`config.mk`:
```
export PLATFORM = sky130hd
export DESIGN_NAME = addressed_frame_receive_ring
export DESIGN_NICKNAME = d
export VERILOG_FILES = /design/src/rtl/core/afrr_pkg.sv /design/src/rtl/core/afrr_ring_ram.sv /design/src/rtl/core/afrr_ctrl.sv /design/src/rtl/core/addressed_frame_receive_ring.sv
export SDC_FILE = /design/constraint.sdc
export NUM_CORES = 2
export LEC_CHECK = 0
export ABC_CLOCK_PERIOD_IN_PS = 3950
export BUFFER_PORTS_ARGS = -buffer_cell sky130_fd_sc_hd__buf_2
export CORE_MARGIN = 1
export CORE_UTILIZATION = 57
export DETAILED_ROUTE_END_ITERATION = 10
export HOLD_SLACK_MARGIN = 0.02
export PLACE_DENSITY = 0.72
export SETUP_SLACK_MARGIN = 0.1
export SYNTH_ARGS = -nofsm -noshare
export SYNTH_HDL_FRONTEND = slang
export SYNTH_SLANG_ARGS = --single-unit
export TNS_END_PERCENT = 50
```
`constraint.sdc`:
```
create_clock -name clock -period 3.95 [get_ports clock]
set_input_delay 0.9875 -clock clock [delete_from_list [all_inputs] [get_ports clock]]
set_output_delay 0.9875 -clock clock [all_outputs]
set_load 0.01 [all_outputs]
```
`src/rtl/core/afrr_pkg.sv`:
```
package afrr_pkg;

   localparam int RING_DEPTH = 256;
   localparam int IDX_W      = (RING_DEPTH > 1) ? $clog2(RING_DEPTH) : 1;
   localparam int FREE_W     = IDX_W + 1;
   localparam int CMP_W      = (FREE_W > 8) ? FREE_W : 8;

   localparam logic [FREE_W-1:0] DEPTH_EXT = FREE_W'(RING_DEPTH);
   localparam logic [IDX_W-1:0]  LAST_IDX  = IDX_W'(RING_DEPTH - 1);

   // configuration register indexes
   localparam logic CSR_NODE_ADDR  = 1'b0;
   localparam logic CSR_BCAST_ADDR = 1'b1;

   // request opcodes
   localparam logic OP_RX_BYTE = 1'b0;
   localparam logic OP_POP     = 1'b1;

   // response kinds
   localparam logic KIND_POP    = 1'b0;
   localparam logic KIND_NOTICE = 1'b1;

   typedef struct packed {
      logic             wr_en;
      logic [IDX_W-1:0] wr_addr;
      logic [7:0]       wr_data;
      logic             rd_en;
      logic [IDX_W-1:0] rd_addr;
   } ram_req_type;

   typedef struct packed {
      logic       pop;
      logic       pop_hit;
      logic       notice;
      logic [7:0] notice_len;
   } ctrl_evt_type;

endpackage

```
`src/rtl/core/afrr_ring_ram.sv`:
```
module afrr_ring_ram (
   input  logic                                 clock,
   input  afrr_pkg::ram_req_type                ram_req,
   output logic [7:0]                           rd_data
);

   logic [7:0] mem [afrr_pkg::RING_DEPTH];

   always_ff @(posedge clock) begin
      if (ram_req.wr_en) begin
         mem[ram_req.wr_addr] <= ram_req.wr_data;
      end
      if (ram_req.rd_en) begin
         rd_data <= mem[ram_req.rd_addr];
      end
   end

endmodule

```
`src/rtl/core/afrr_ctrl.sv`:
```
module afrr_ctrl (
   input  logic                  clock,
   input  logic                  reset,
   input  logic                  csr_we,
   input  logic                  csr_index,
   input  logic [7:0]            csr_wdata,
   input  logic                  item_valid,
   input  logic                  opcode,
   input  logic                  frame_start,
   input  logic [7:0]            rx_byte,
   output afrr_pkg::ram_req_type ram_req,
   output afrr_pkg::ctrl_evt_type evt
);

   typedef enum logic [3:0] {
      PH_LEN   = 4'b0001,
      PH_DEST  = 4'b0010,
      PH_STORE = 4'b0100,
      PH_DROP  = 4'b1000
   } rx_phase_type;

   rx_phase_type                 phase_ff, phase_in;
   logic [afrr_pkg::IDX_W-1:0]   rd_ptr_ff, rd_ptr_in;
   logic [afrr_pkg::IDX_W-1:0]   wr_ptr_ff, wr_ptr_in;
   logic [7:0]                   remain_ff, remain_in;
   logic [7:0]                   flen_ff, flen_in;
   logic [7:0]                   node_ff, node_in;
   logic [7:0]                   bcast_ff, bcast_in;

   logic [afrr_pkg::FREE_W-1:0]  free_raw;
   logic [afrr_pkg::FREE_W-1:0]  free_space;
   logic                         fits;
   logic                         addr_match;
   logic [7:0]                   remain_dec;
   logic                         ring_empty;

   function automatic logic [afrr_pkg::IDX_W-1:0] next_ptr(
      input logic [afrr_pkg::IDX_W-1:0] p
   );
      return (p == afrr_pkg::LAST_IDX) ? '0 : p + 1'b1;
   endfunction

   // free slots, keeping one slot empty
   assign free_raw   = {1'b0, rd_ptr_ff} + afrr_pkg::DEPTH_EXT - {1'b0, wr_ptr_ff}
                       - afrr_pkg::FREE_W'(1);
   assign free_space = (free_raw >= afrr_pkg::DEPTH_EXT) ? free_raw - afrr_pkg::DEPTH_EXT
                                                         : free_raw;
   assign fits       = afrr_pkg::CMP_W'(flen_ff) <= afrr_pkg::CMP_W'(free_space);
   assign addr_match = (rx_byte == node_ff) || (rx_byte == bcast_ff);
   assign remain_dec = remain_ff - 8'd1;
   assign ring_empty = (rd_ptr_ff == wr_ptr_ff);

   always_comb begin
      node_in  = node_ff;
      bcast_in = bcast_ff;
      if (csr_we) begin
         unique case (csr_index)
            afrr_pkg::CSR_NODE_ADDR:  node_in  = csr_wdata;
            afrr_pkg::CSR_BCAST_ADDR: bcast_in = csr_wdata;
            default: ;
         endcase
      end
   end

   always_comb begin
      phase_in   = phase_ff;
      rd_ptr_in  = rd_ptr_ff;
      wr_ptr_in  = wr_ptr_ff;
      remain_in  = remain_ff;
      flen_in    = flen_ff;
      ram_req    = '{wr_en: 1'b0, wr_addr: wr_ptr_ff, wr_data: rx_byte,
                     rd_en: 1'b0, rd_addr: rd_ptr_ff};
      evt        = '{pop: 1'b0, pop_hit: 1'b0, notice: 1'b0, notice_len: flen_ff};
      if (item_valid) begin
         if (opcode == afrr_pkg::OP_POP) begin
            evt.pop       = 1'b1;
            evt.pop_hit   = !ring_empty;
            ram_req.rd_en = !ring_empty;
            if (!ring_empty) begin
               rd_ptr_in = next_ptr(rd_ptr_ff);
            end
         end else if (frame_start) begin
            // length byte restarts framing
            if (rx_byte == 8'd0) begin
               phase_in  = PH_LEN;
               remain_in = 8'd0;
            end else begin
               flen_in   = rx_byte - 8'd1;
               remain_in = rx_byte - 8'd1;
               phase_in  = PH_DEST;
            end
         end else begin
            unique case (phase_ff)
               PH_DEST: begin
                  if (addr_match && fits) begin
                     if (remain_ff == 8'd0) begin
                        phase_in   = PH_LEN;
                        evt.notice = 1'b1;
                     end else begin
                        phase_in = PH_STORE;
                     end
                  end else begin
                     phase_in = (remain_ff == 8'd0) ? PH_LEN : PH_DROP;
                  end
               end
               PH_STORE: begin
                  ram_req.wr_en = 1'b1;
                  wr_ptr_in     = next_ptr(wr_ptr_ff);
                  remain_in     = remain_dec;
                  if (remain_dec == 8'd0) begin
                     phase_in   = PH_LEN;
                     evt.notice = 1'b1;
                  end
               end
               PH_DROP: begin
                  remain_in = remain_dec;
                  if (remain_dec == 8'd0) begin
                     phase_in = PH_LEN;
                  end
               end
               PH_LEN: ;
               default: phase_in = PH_LEN;
            endcase
         end
      end
   end

   always_ff @(posedge clock) begin
      if (reset) begin
         phase_ff  <= PH_LEN;
         rd_ptr_ff <= '0;
         wr_ptr_ff <= '0;
         remain_ff <= 8'd0;
         flen_ff   <= 8'd0;
         node_ff   <= 8'd0;
         bcast_ff  <= 8'd0;
      end else begin
         phase_ff  <= phase_in;
         rd_ptr_ff <= rd_ptr_in;
         wr_ptr_ff <= wr_ptr_in;
         remain_ff <= remain_in;
         flen_ff   <= flen_in;
         node_ff   <= node_in;
         bcast_ff  <= bcast_in;
      end
   end

endmodule

```
`src/rtl/core/addressed_frame_receive_ring.sv`:
```
// Channel  Direction  Payload
// req      in         tdata[7:0] rx_byte; tuser[0] opcode, tuser[1] frame_start
// rsp      out        tdata[7:0] read_data, tdata[15:8] packet_length;
//                     tuser[0] result_kind, tuser[1] read_valid
// csr      in         csr_index 0 node address, 1 broadcast address
//
// Frame bytes may follow back to back while the output register accepts; a
// pop holds off requests, as its answer waits for the registered ring read.
// Reset is synchronous; the ring contents are not cleared and need no sweep.
// A result waits in the output register; a new transaction is taken when
// that register is empty or drains in the same cycle, and no pop is pending.
module addressed_frame_receive_ring (
   input  logic        clock,
   input  logic        reset,
   input  logic        req_tvalid,
   output logic        req_tready,
   input  logic [7:0]  req_tdata,   // rx_byte
   input  logic [1:0]  req_tuser,   // opcode, frame_start
   output logic        rsp_tvalid,
   input  logic        rsp_tready,
   output logic [15:0] rsp_tdata,   // read_data, packet_length
   output logic [1:0]  rsp_tuser,   // result_kind, read_valid
   input  logic        csr_we,
   input  logic        csr_index,
   input  logic [7:0]  csr_wdata
);

   afrr_pkg::ram_req_type  ram_req;
   afrr_pkg::ctrl_evt_type evt;
   logic [7:0]             rd_data;
   logic                   accept;

   logic                   pop_pending_ff, pop_pending_in;
   logic                   pop_hit_ff, pop_hit_in;
   logic                   rsp_valid_ff, rsp_valid_in;
   logic [15:0]            rsp_data_ff, rsp_data_in;
   logic [1:0]             rsp_user_ff, rsp_user_in;

   // hold off new transactions while a pop waits for ring data
   assign req_tready = !pop_pending_ff && (!rsp_valid_ff || rsp_tready);
   assign accept     = req_tvalid && req_tready;

   afrr_ctrl u_ctrl (
      .clock       (clock),
      .reset       (reset),
      .csr_we      (csr_we),
      .csr_index   (csr_index),
      .csr_wdata   (csr_wdata),
      .item_valid  (accept),
      .opcode      (req_tuser[0]),
      .frame_start (req_tuser[1]),
      .rx_byte     (req_tdata),
      .ram_req     (ram_req),
      .evt         (evt)
   );

   afrr_ring_ram u_ram (
      .clock   (clock),
      .ram_req (ram_req),
      .rd_data (rd_data)
   );

   always_comb begin
      pop_pending_in = evt.pop;
      pop_hit_in     = evt.pop_hit;
      rsp_valid_in   = rsp_valid_ff && !rsp_tready;
      rsp_data_in    = rsp_data_ff;
      rsp_user_in    = rsp_user_ff;
      if (pop_pending_ff) begin
         rsp_valid_in = 1'b1;
         rsp_data_in  = {8'd0, pop_hit_ff ? rd_data : 8'd0};
         rsp_user_in  = {pop_hit_ff, afrr_pkg::KIND_POP};
      end else if (evt.notice) begin
         rsp_valid_in = 1'b1;
         rsp_data_in  = {evt.notice_len, 8'd0};
         rsp_user_in  = {1'b0, afrr_pkg::KIND_NOTICE};
      end
   end

   always_ff @(posedge clock) begin
      if (reset) begin
         pop_pending_ff <= 1'b0;
         rsp_valid_ff   <= 1'b0;
      end else begin
         pop_pending_ff <= pop_pending_in;
         rsp_valid_ff   <= rsp_valid_in;
      end
      pop_hit_ff  <= pop_hit_in;
      rsp_data_ff <= rsp_data_in;
      rsp_user_ff <= rsp_user_in;
   end

   assign rsp_tvalid = rsp_valid_ff;
   assign rsp_tdata  = rsp_data_ff;
   assign rsp_tuser  = rsp_user_ff;

`ifndef NO_ASSERTIONS
   a_pop_blocks_req: assert property (@(posedge clock) disable iff (reset)
      pop_pending_ff |-> !req_tready)
      else $error("transaction taken while a pop waits for ring data");

   a_pop_pends: assert property (@(posedge clock) disable iff (reset)
      (accept && req_tuser[0] == afrr_pkg::OP_POP) |=> pop_pending_ff)
      else $error("pop transaction did not start a ring read");

   a_pop_answers: assert property (@(posedge clock) disable iff (reset)
      pop_pending_ff |=> (rsp_tvalid && rsp_tuser[0] == afrr_pkg::KIND_POP))
      else $error("pending pop did not reach the output register");

   a_notice_no_collide: assert property (@(posedge clock) disable iff (reset)
      pop_pending_ff |-> !evt.notice)
      else $error("notice raised while a pop answer is being loaded");
`endif

endmodule
```
==> metrics.md <==
| Metric | Value |
|---|---|
| Die Footprint | about 0.15 sq mm |
| Crit path max-delay family | compound AO/OA/AOI/OAI gates |
| Synth area leader | edfxtp_1 |
| Final setup TNS | 0 ps |
| RSZ-0062 raised after global routing | yes |
| Max incr delay on CP | around 670 ps |
| Post-synth EDFFs | between 2,000 and 2,500 |
| Post-Synth Adder-Cell Area | 0.00397 |
| Final Instance Area | 0.0957 sq mm |
| Comb pwr share | 0.013 |
| Crit-path max FO | 40 |
| Crit path arrival time | about 4400 ps |
| Post-Place Cells | between 6,000 and 7,000 |
| Syn Nets | 4,379 |
| Synth Area in XOR/XNOR | 0.00449 |
| Synthesized flop and latch total | 2,129 |
| Largest net degree at the start of global routing | 193 |
| Rows | 140 |
| Seq pwr share | 0.557 |
| Post-synthesis compound-gate area fraction | 0.0439 |
| Leak | 29.9 nW |
| Sw Share | 0.199 |
| Post-synth top area share | 0.739 |
| DR WL/cell | 34.3 um |
| Core area | approximately 0.15 sq mm |
| CP Capture Type | flop |
| Synth cell count leaders | 2,065 x edfxtp_1, 399 x mux4_2, 350 x nor2_1 |
| Ys Warns | 0 |
| Slowest CP cell | o32ai_1 |
| CP Class | flop to flop |
| Count leader, synth | edfxtp_1 |
| H-tree levels | 4 |
| Area growth syn-to-layout | 14.0% |
| Post-CTS Hold Buffers | 0 |
| Starting density of the core | 0.575 |
| Cell-internal power | 35.6 mW |
| Worst-path clk slew | ~60 ps |
| Cell count after synthesis | around 4,300 |
| Synth Area in Simple Gates | 0.0359 |
| Post-synthesis sequential area ratio | 0.754 |
| Gpl congestion | 0.952 |
| NetSw | ~9 mW |
| Dpl hpwl | 149,000 um |
| CTS Buf Count | 204 |
| Gr ovfl total | 0 |
| Layout Cells excl Fill | between 6,000 and 7,000 |
| DP Area | 0.0891 sq mm |
| Global-route wire length before repair | between 300,000 and 400,000 um |
| Yosys cell types | 80 |
| Share of layout cells above drive strength 1 | 0.254 |
| Die height | roughly 390 um |
| Syn Area/Cell | between 15 and 20 sq um |
| CP dominant cell by count | a21oi_1 |
| Vias in the first global route | 45,500 |
| Asr flop ratio synth | 0 |
| Minimum clock period | a little under 4000 ps |
| Total Power | approximately 44 mW |
| Final net count | slightly below 5,000 |
| Worst min path class | input pin to flop |
| Detailed Route Iter0 Violations | between 6,000 and 7,000 |
| Vias | approximately 47,000 |
| Synth area leaders | edfxtp_1 74%, mux4_2 11%, mux2i_1 2.6%, nor2_1 1.6%, dfxtp_1 1.5% |
| Fmax | roughly 260 MHz |
| PostCTS Resize Cnt | 0 |
| Ports | 44 |
| CP required | about 4500 ps |
| Largest family of logic cells by synthesized area | multiplexers |
| Setup slack after layout | ~84 ps |
| Setup Skew | between 40 and 50 ps |
| Die Width | just under 400 um |
| CTS tree | done |
| CTS sink cnt | ~2,100 |
| DP Worst Slack | roughly 230 ps |
| Maxcap violations | 0 |
| Post-DRT Antenna Nets | 0 |
| WP buf/inv | 2 |
| Clock latency on the worst-skew pair | ~850 ps |
| Mapped Area | 0.0839 sq mm |
| DR vias/cell | 6.81 |
| Fin crit share | 0.979 |
| VDD IR-drop max | approximately 0.37 mV |
| Worst-case clock buffer depth | 3 |
| Final WL | 236,000 um |
| Startpoint types | flop |
| Worst rel slew slack | 0.274 |
| Slew Viols, Final | 0 |
| Total GRT Usage | 0.320 |
| Setup Fix Bufs, Post-CTS | 0 |
| DRC | 0 |
| Worst-Margin Slew | around 1100 ps |
| Pre-Repair DR Iteration Count | 6 |
| PwrDens | around 460 mW/mm^2 |
| CP Cell Sequence | buf_12, or3b_1, buf_4, o221ai_1, a221oi_1, a21oi_1, a21oi_1, o32ai_1 |
| Main synth FF type | edfxtp_1 |
| Root Driver | clkbuf_16 |
| Clock share of power | 0.430 |
| Buffers on Ports | between 40 and 50 |
| Setup violators final | 0 |
| Status | complete, no violations |
| Initial antenna violation count | 5 |
| Multiplexer share of the synthesized area | 0.138 |
| Hold Fails Final Rpt | 0 |
[sequential cells by signal, indices dropped and copies added, names as in the netlist, 2 cells and up]
register and flops:
u_ctrl.node_ff 8, u_ctrl.wr_ptr_ff 8, u_ram.mem 2048, u_ctrl.bcast_ff 8, u_ctrl.phase_ff 4, rsp_tdata 16, u_ram.rd_data 8, rsp_tuser 2
u_ctrl.flen_ff 8, u_ctrl.remain_ff 8, u_ctrl.rd_ptr_ff 8
[worst paths after layout]
| path | start | endpoint | slack, ps | cells past startpoint |
|---|---|---|---|---|
| max | u_ctrl.rd_ptr_ff[3] | u_ram.rd_data[6] | 80 | 8 |
| min | csr_wdata[7] | u_ctrl.node_ff[7] | 420 | 3 |
| max reg2reg | u_ctrl.rd_ptr_ff[3] | u_ram.rd_data[6] | 80 | 8 |
| min reg2reg | u_ctrl.bcast_ff[3] | u_ctrl.bcast_ff[3] | 480 | 2 |
[cell usage in the layout (no fill, tap or decap), types with 21 or more instances in the layout]
| master | count |
|---|---|
| o22ai_1 | 43 |
| inv_1 | 21 |
| nand2_1 | 108 |
| clkinv_1 | 54 |
| xnor2_1 | 30 |
| buf_12 | 32 |
| nand3_1 | 64 |
| nor3_1 | 21 |
| clkinv_2 | 38 |
| dfxtp_1 | 56 |
| ha_1 | 25 |
| nor2_1 | 347 |
| o221ai_1 | 36 |
| edfxtp_1 | 2065 |
| a211oi_1 | 39 |
| a21oi_1 | 127 |
| a221oi_1 | 57 |
| clkbuf_1 | 41 |
| a22oi_1 | 71 |
| o21ai_0 | 56 |
| mux4_2 | 399 |
| clkbuf_16 | 208 |
| buf_4 | 438 |
| buf_2 | 35 |
| mux2i_1 | 219 |
[cell type report]
type | count | area, sq um
Antenna cell | 10 | 25.0
Clock buffer | 256 | 5440
Clock inverter | 126 | 1090
Fill cell | 9530 | 50200
Inverter | 26 | 98.8
Multi-Input combinational cell | 1909 | 19100
Sequential cell | 2129 | 63300
Tap cell | 1917 | 2400
Timing Repair Buffer | 515 | 4270
[cells by family (layout without fill, tap and decap cells)]
group | after synthesis | in the layout
flip-flops | 2129 | 2129
AND/OR/NAND/NOR | 667 | 667
multiplexers | 642 | 642
AO/OA/AOI/OAI | 531 | 531
buffers and inverters | 291 | 923
XOR/XNOR | 43 | 43
adder cells (fa/ha/maj) | 26 | 26
other | 0 | 10
[through the flow]
stage                     hold WS, ps  utilization
after detailed placement          466        0.611
after global routing              402        0.656
final                             419        0.656
after CTS                         368        0.656
after global placement            452        0.611
after floorplan                   449            -
[per-layer routing]
layer / share of wire / vias to the layer above / GRT usage
li1: - / 18700 / -
met1: 0.37 / 24200 / 0.443
met2: 0.45 / 3360 / 0.471
met3: 0.13 / 545 / 0.0979
met4: 0.046 / 2 / 0.143
met5: 0.000059 / - / 0
[power groups by stage]
stage	registers, mW	clock network [mW]	logic [mW]
CTS	24.8	19.2	0.590
floorplan	25.3	0	0.115
finish	24.8	19.1	0.593
detailed placement	25.3	0	0.591
global placement	25.3	0	0.563
global route	24.8	20.0	0.630
[worst reg2reg max path: stages, from the launching register on]
cell and delay [ps]:
dfxtp_4 640, buf_12 360, or3b_1 450, buf_4 250, o221ai_1 350, a221oi_1 90
a21oi_1 600, a21oi_1 160, o32ai_1 670
Note: power is estimated with default switching activity, not from simulation.
